==> config.mk <==
export PLATFORM = sky130hd
export DESIGN_NAME = vurp_core
export DESIGN_NICKNAME = d
export VERILOG_FILES = /design/src/hw/rtl/vurp_pkg.sv /design/src/hw/rtl/vurp_core.sv
export SDC_FILE = /design/constraint.sdc
export NUM_CORES = 1
export LEC_CHECK = 0
export ABC_AREA = 1
export BUFFER_PORTS_ARGS = -buffer_cell sky130_fd_sc_hd__clkbuf_2
export CORE_MARGIN = 2
export CORE_UTILIZATION = 47
export DETAILED_ROUTE_END_ITERATION = 16
export HOLD_SLACK_MARGIN = 0.03
export PLACE_DENSITY = 0.78
export SETUP_SLACK_MARGIN = 0.4
export SLEW_MARGIN = 15
export SYNTH_ARGS = -nofsm -noshare
export SYNTH_HDL_FRONTEND = slang
export SYNTH_SLANG_ARGS = --single-unit
==> constraint.sdc <==
create_clock -name clk -period 2 [get_ports clk]
set_clock_uncertainty 0.1 [all_clocks]
set_input_delay 0.4 -clock clk [delete_from_list [all_inputs] [get_ports clk]]
set_output_delay 0.4 -clock clk [all_outputs]
set_load 0.005 [all_outputs]
==> src/hw/rtl/vurp_pkg.sv <==
package vurp_pkg;

  // name-table store geometry
  localparam int NT_BYTES = 2048;
  localparam int NT_AW    = $clog2(NT_BYTES);

  // scanline events
  localparam logic [8:0] LAST_LINE   = 9'(261);
  localparam logic [8:0] VBLANK_LINE = 9'(241);
  localparam logic [8:0] HIT_LINE    = 9'(32);

  // video address map
  localparam logic [15:0] NT_BASE   = 16'h2000;
  localparam logic [15:0] NT_END    = 16'h3000;
  localparam logic [15:0] PAL_BASE  = 16'h3f00;
  localparam logic [15:0] ADDR_MASK = 16'h3fff;

  // sprite-zero hit test
  localparam logic [7:0] HIT_ROW_LIMIT = 8'hef;
  localparam logic [7:0] HIT_TILE      = 8'hff;

  typedef enum logic [1:0] {
    REQ_READ  = 2'd0,
    REQ_WRITE = 2'd1,
    REQ_TICK  = 2'd2
  } req_t;

  typedef enum logic [1:0] {
    ST_OK       = 2'd0,
    ST_BAD_REG  = 2'd1,
    ST_BAD_ADDR = 2'd2,
    ST_PAT_READ = 2'd3
  } status_code_t;

  // register numbers
  localparam logic [2:0] REG_CTRL     = 3'd0;
  localparam logic [2:0] REG_MASK     = 3'd1;
  localparam logic [2:0] REG_STATUS   = 3'd2;
  localparam logic [2:0] REG_OAM_ADDR = 3'd3;
  localparam logic [2:0] REG_SCROLL   = 3'd5;
  localparam logic [2:0] REG_ADDR     = 3'd6;
  localparam logic [2:0] REG_DATA     = 3'd7;

  // control and status bits
  localparam int CTRL_INC32_BIT = 2;
  localparam int STAT_HIT_BIT   = 6;
  localparam int STAT_VBL_BIT   = 7;

  typedef struct packed {
    logic [1:0] req_type;
    logic [2:0] reg_index;
    logic [7:0] write_value;
    logic [7:0] sprite_zero_row;
    logic [7:0] sprite_zero_tile;
  } item_t;

  typedef struct packed {
    logic [7:0]  read_data;
    logic [1:0]  status_code;
    logic [15:0] scroll_value;
    logic [8:0]  line_number;
  } result_t;

  // name-table access from the register core
  typedef struct packed {
    logic             rd_en;
    logic             wr_en;
    logic [NT_AW-1:0] addr;
    logic [7:0]       wdata;
  } nt_req_t;

endpackage

==> src/hw/rtl/vurp_core.sv <==
module vurp_core
  import vurp_pkg::*;
(
  input  logic       clk,
  input  logic       rst_n,
  input  logic       fire,
  input  item_t      item,
  input  logic [7:0] nt_q,
  output nt_req_t    nt_req,
  output result_t    result
);

  localparam logic [12:0] NT_LIMIT = 13'(NT_BYTES);

  logic [7:0]  status_r, status_nxt;
  logic [7:0]  ctrl_r, ctrl_nxt;
  logic        latch_r, latch_nxt;
  logic [15:0] scroll_r, scroll_nxt;
  logic [15:0] vaddr_r, vaddr_nxt;
  logic [7:0]  rbuf_r, rbuf_nxt;
  logic        rbuf_mem_r, rbuf_mem_nxt;
  logic [8:0]  line_r, line_nxt;

  logic [7:0]  rbuf_eff;
  logic [15:0] vaddr_step;
  logic [11:0] nt_off;
  logic        in_nt;
  logic        nt_ok;
  logic        in_pal;
  logic [7:0]  rdata;
  logic [1:0]  code;

  // buffer refill lands in the memory's read register
  assign rbuf_eff   = rbuf_mem_r ? nt_q : rbuf_r;
  assign vaddr_step = vaddr_r + (ctrl_r[CTRL_INC32_BIT] ? 16'd32 : 16'd1);
  assign nt_off     = vaddr_r[11:0];
  assign in_nt      = (vaddr_r >= NT_BASE) && (vaddr_r < NT_END);
  assign nt_ok      = in_nt && ({1'b0, nt_off} < NT_LIMIT);
  assign in_pal     = (vaddr_r >= PAL_BASE);

  always_comb begin
    status_nxt   = status_r;
    ctrl_nxt     = ctrl_r;
    latch_nxt    = latch_r;
    scroll_nxt   = scroll_r;
    vaddr_nxt    = vaddr_r;
    rbuf_nxt     = rbuf_r;
    rbuf_mem_nxt = rbuf_mem_r;
    line_nxt     = line_r;
    rdata        = 8'h00;
    code         = ST_OK;
    nt_req.rd_en = 1'b0;
    nt_req.wr_en = 1'b0;
    nt_req.addr  = nt_off[NT_AW-1:0];
    nt_req.wdata = item.write_value;

    case (item.req_type)
      REQ_READ: begin
        case (item.reg_index)
          REG_STATUS: begin
            rdata                    = status_r;
            status_nxt[STAT_VBL_BIT] = 1'b0;
            latch_nxt                = 1'b0;
          end
          REG_DATA: begin
            if (vaddr_r < NT_BASE) begin
              code = ST_PAT_READ;
            end else if (!nt_ok) begin
              code = ST_BAD_ADDR;
            end else begin
              rdata        = rbuf_eff;
              rbuf_nxt     = rbuf_eff;
              rbuf_mem_nxt = 1'b1;
              nt_req.rd_en = fire;
              vaddr_nxt    = vaddr_step;
            end
          end
          default: code = ST_BAD_REG;
        endcase
      end
      REQ_WRITE: begin
        case (item.reg_index)
          REG_CTRL: ctrl_nxt = item.write_value;
          REG_MASK, REG_OAM_ADDR: ;
          REG_SCROLL: begin
            if (!latch_r) begin
              scroll_nxt = {item.write_value, 8'h00};
            end else begin
              scroll_nxt = scroll_r | {8'h00, item.write_value};
            end
            latch_nxt = !latch_r;
          end
          REG_ADDR: begin
            if (!latch_r) begin
              vaddr_nxt = {item.write_value, 8'h00};
            end else begin
              vaddr_nxt = (vaddr_r | {8'h00, item.write_value}) & ADDR_MASK;
            end
            latch_nxt = !latch_r;
          end
          REG_DATA: begin
            // palette entries cannot be read back through this port
            if (nt_ok || (!in_nt && in_pal)) begin
              nt_req.wr_en = fire && nt_ok;
              rbuf_nxt     = item.write_value;
              rbuf_mem_nxt = 1'b0;
              vaddr_nxt    = vaddr_step;
            end else begin
              code = ST_BAD_ADDR;
            end
          end
          default: code = ST_BAD_REG;
        endcase
      end
      REQ_TICK: begin
        line_nxt = (line_r >= LAST_LINE) ? 9'd0 : line_r + 9'd1;
        if (line_nxt == HIT_LINE) begin
          if ((item.sprite_zero_row < HIT_ROW_LIMIT) && (item.sprite_zero_tile == HIT_TILE)) begin
            status_nxt[STAT_HIT_BIT] = 1'b1;
          end
        end else if (line_nxt == VBLANK_LINE) begin
          status_nxt[STAT_VBL_BIT] = 1'b1;
        end else if (line_nxt == LAST_LINE) begin
          status_nxt[STAT_VBL_BIT] = 1'b0;
          status_nxt[STAT_HIT_BIT] = 1'b0;
        end
      end
      default: code = ST_BAD_REG;
    endcase
  end

  assign result.read_data    = rdata;
  assign result.status_code  = code;
  assign result.scroll_value = scroll_nxt;
  assign result.line_number  = line_nxt;

  always_ff @(posedge clk) begin
    if (!rst_n) begin
      status_r   <= '0;
      ctrl_r     <= '0;
      latch_r    <= 1'b0;
      scroll_r   <= '0;
      vaddr_r    <= '0;
      rbuf_r     <= '0;
      rbuf_mem_r <= 1'b0;
      line_r     <= '0;
    end else if (fire) begin
      status_r   <= status_nxt;
      ctrl_r     <= ctrl_nxt;
      latch_r    <= latch_nxt;
      scroll_r   <= scroll_nxt;
      vaddr_r    <= vaddr_nxt;
      rbuf_r     <= rbuf_nxt;
      rbuf_mem_r <= rbuf_mem_nxt;
      line_r     <= line_nxt;
    end
  end

endmodule

==> results.py <==
metrics = {
    "outcome": {
        "status": "finished with violations",
        "violations": "setup timing",
    },
    "setup_path": {
        "reg2reg_from": "line_r[1]",
        "worstPathBufferInverterCount": 1,
        "cpPeakStageDelay_ps": 420,
        "cp_common_cell": "nand2_1",
        "worstPathCellList": "ha_4, nand2_4, nor2_4, nand3_2, nor2_2, nand2_1, nand2_2, nand2_1, o21ai_2, buf_2",
        "cp_top_family": "simple AND/OR/NAND/NOR gates",
        "critPathSlowestCell": "dfxtp_4",
        "critPathMaxFanout": 5,
        "cp.arrival_ps": 1860,
        "r2r_cells": 19,
        "critPathKind": "flop to output port",
        "required_ps": 1500,
        "start_kind": "flop",
        "r2r_slack_ps": -360,
        "rr_endpoint": "status_r[7]",
        "end_kind": "output port",
    },
    "sta": {
        "fin_crit_sh": 1.180,
        "min_period_ps": 2360,
        "max_slew_margin": 0.6369,
        "setup_viol": 51,
        "whs_ps": 302.9,
        "maxSlewViolCount": 0,
        "setup_ws_ps": -360.3,
        "timing.fmax_mhz": 423.7,
        "rsz0062_at_grt": "yes",
        "hold_violations": 0,
        "worstMarginPinSlew_ps": 542.7,
    },
    "yosys": {
        "yosys_register_bits": 54,
        "yosysTopAreaCellShare": 0.2879,
        "syn_area_sq_um": 3755,
        "ys_warn_count": 0,
        "seq_area_frac_synth": 0.2879,
        "netlist_instances": 605,
        "syn_nets": 650,
        "synth_cell_type_count": 40,
        "ys.flop_type": "dfxtp_1",
        "synth_edf_count": 0,
        "synth.area.top_cells": "dfxtp_1 (29%), nand2_1 (11%), o21ai_0 (9.9%)",
        "syn_avg_cell_area_sq_um": 6.206,
        "synthArstFlopShare": 0,
        "yosys.area.top_type": "dfxtp_1",
    },
    "drt": {
        "ant_nets": 0,
        "wl_per_cell_um": 20.82,
        "dr_total_vias": 5424,
        "route.detailed.drc": 0,
        "wl_um": 18220,
        "vias_per_cell": 6.199,
        "drt-initial-drc-count": 653,
        "dr.pass1.iters": 6,
    },
    "clock_network": {
        "cts-root-buf": "clkbuf_8",
        "cts.htree.levels": 2,
        "cts_sinks": 54,
        "clock_latency_ps": 330,
        "postCtsHoldBufs": 0,
        "cts.clk_slew.worst_paths_ps": 110,
        "clock_path_buffers": 2,
        "cts_buffers": 5,
        "cts_tree": "done",
    },
    "place": {
        "placed_area_sq_um": 4654,
        "place_inst": 798,
        "io_buffers": 95,
        "gp_congestion": 0.9440,
        "dp_hpwl_um": 8658,
    },
    "hold_path": {
        "hold_end": "vaddr_r[7]",
        "hold_class": "input pin to flop",
        "hp-start": "item[23]",
        "whs_path_depth": 3,
    },
    "finish": {
        "layout.nets": 817,
        "layout.cells.non_filler": 875,
        "final_common_cell": "clkbuf_2",
        "fin_area_sq_um": 6362,
        "final_cell_mix": "clkbuf_2 (76), nand2_1 (72), buf_4 (65)",
        "final_util": 0.8233,
        "drive_gt1_frac": 0.5640,
        "insertedDiodeCount": 0,
        "syn_to_final_growth_pct": 69.44,
    },
    "die": {
        "die_y_um": 93.38,
        "fp.dieArea_sq_um": 8720,
        "num_io_pins": 96,
        "core.rowCount": 32,
        "initial_core_util": 0.4859,
        "core_region_area_sq_um": 7727,
        "dieWidth_um": 93.38,
    },
    "global_route": {
        "overflow": 0,
        "grt_pass1_vias": 4865,
        "grt_first_pass_wirelength_um": 23200,
        "antenna_found_initial": 0,
        "grtUsageTotal": 0.3314,
        "grt_max_degree": 33,
    },
    "power_and_ir_drop": {
        "leakagePower_uw": 0.002802,
        "power_density_nw_per_um2": 428.5,
        "power_uw": 2726,
        "irDropWorstVdd_uv": 353.0,
    },
    "job": {
        "max_cap_viol_count": 0,
    },
}
cells by family after synthesis:
kind of cell / count (synthesis) / synth area share
DFF: 54 / 0.2879
muxes: 7 / 0.01866
and+or+nand+nor: 242 / 0.2889
xor gates and xnor gates: 5 / 0.01166
buffers and inverters: 130 / 0.1539
adders and majority gates: 5 / 0.01666
AOI/OAI and AO/OA: 162 / 0.2223
worst max path at each step:
stage | startpoint | end | slack, ps | cells past startpoint
after floorplan | vaddr_r[0] | vaddr_r[10] | 200 | 12
after global placement | item[27] | result[24] | -30 | 10
after detailed placement | item[27] | result[17] | -50 | 10
after CTS | line_r[1] | result[7] | -170 | 11
after global routing | line_r[1] | status_r[7] | -430 | 19
final | line_r[0] | result[8] | -360 | 10
repair_timing:
action                     CTS  global route
hold endpoints to repair     0             0
setup endpoints to repair   64            73
buffers inserted            48            17
pin swaps                   71            45
gates cloned                 4             0
resized for setup          181           128
worst register-to-register path, cell delays in order, from the launching register on:
cell and delay, ps:
dfxtp_4 400, inv_4 70, ha_4 120, inv_2 30, nand2_2 50, nand2_2 80, buf_6 130, nand3_2 60
nand2_2 70, buf_6 120, buf_6 100, buf_6 100, buf_6 100, buf_6 100, buf_6 120, nor2_2 90
nand4_1 110, nand3_1 120, nand2_1 70, nor2_1 160
metrics by stage:
stage	worst slack (ps)	TNS, ps
global route	-429.9	-9078
floorplan	203.4	0
finish	-360.3	-6161
CTS	-171.4	-1742
detailed placement	-52.24	-436.3
global placement	-30.33	-100.6
area by class of cell:
type / instances / area (sq um)
repair inverters: 1 / 11.26
repair buffers: 194 / 1445
multi-input cells: 423 / 3166
well taps: 102 / 127.6
clock buffers: 5 / 68.82
clock inverters: 3 / 25.02
fillers: 407 / 1365
inverters: 93 / 404.1
flip-flops and latches: 54 / 1115
Yosys cell counts (3+ instances only):
master / instances
a21oi_1: 61
buf_2: 3
buf_4: 21
clkbuf_1: 12
dfxtp_1: 54
ha_1: 5
inv_1: 81
inv_2: 10
mux2i_1: 7
nand2_1: 113
nand2_2: 3
nand3_1: 26
nand4_1: 10
nor2_1: 65
nor2_2: 3
nor3_1: 5
nor4_1: 5
o21ai_0: 74
o21ai_1: 18
xor2_1: 3
layer usage:
| metal | vias to the layer above | wire length (um) | part of all wire | GRT usage |
|---|---|---|---|---|
| li1 | 2309 | - | - | - |
| met1 | 2499 | 6470 | 0.36 | 0.3872 |
| met2 | 463 | 8540 | 0.47 | 0.5725 |
| met3 | 153 | 1861 | 0.10 | 0.07091 |
| met4 | 0 | 1344 | 0.074 | 0.1618 |
| met5 | - | 0 | 0 | 0 |
sequential cells by signal, summed over array words and instances, names as in the netlist:
signal / cells
rbuf_mem_r: 1
scroll_r: 16
latch_r: 1
rbuf_r: 8
vaddr_r: 16
line_r: 9
ctrl_r: 1
status_r: 2
power breakdown:
part / leakage, uW / switching [uW] / internal (uW) / total, uW
logic: 0.00231 / 517 / 362 / 878
registers: 0.000449 / 58.3 / 1120 / 1180
clock network: 0.0000447 / 418 / 254 / 672
total: 0.00280 / 993 / 1730 / 2730
Power figures use the tool's default switching activity.
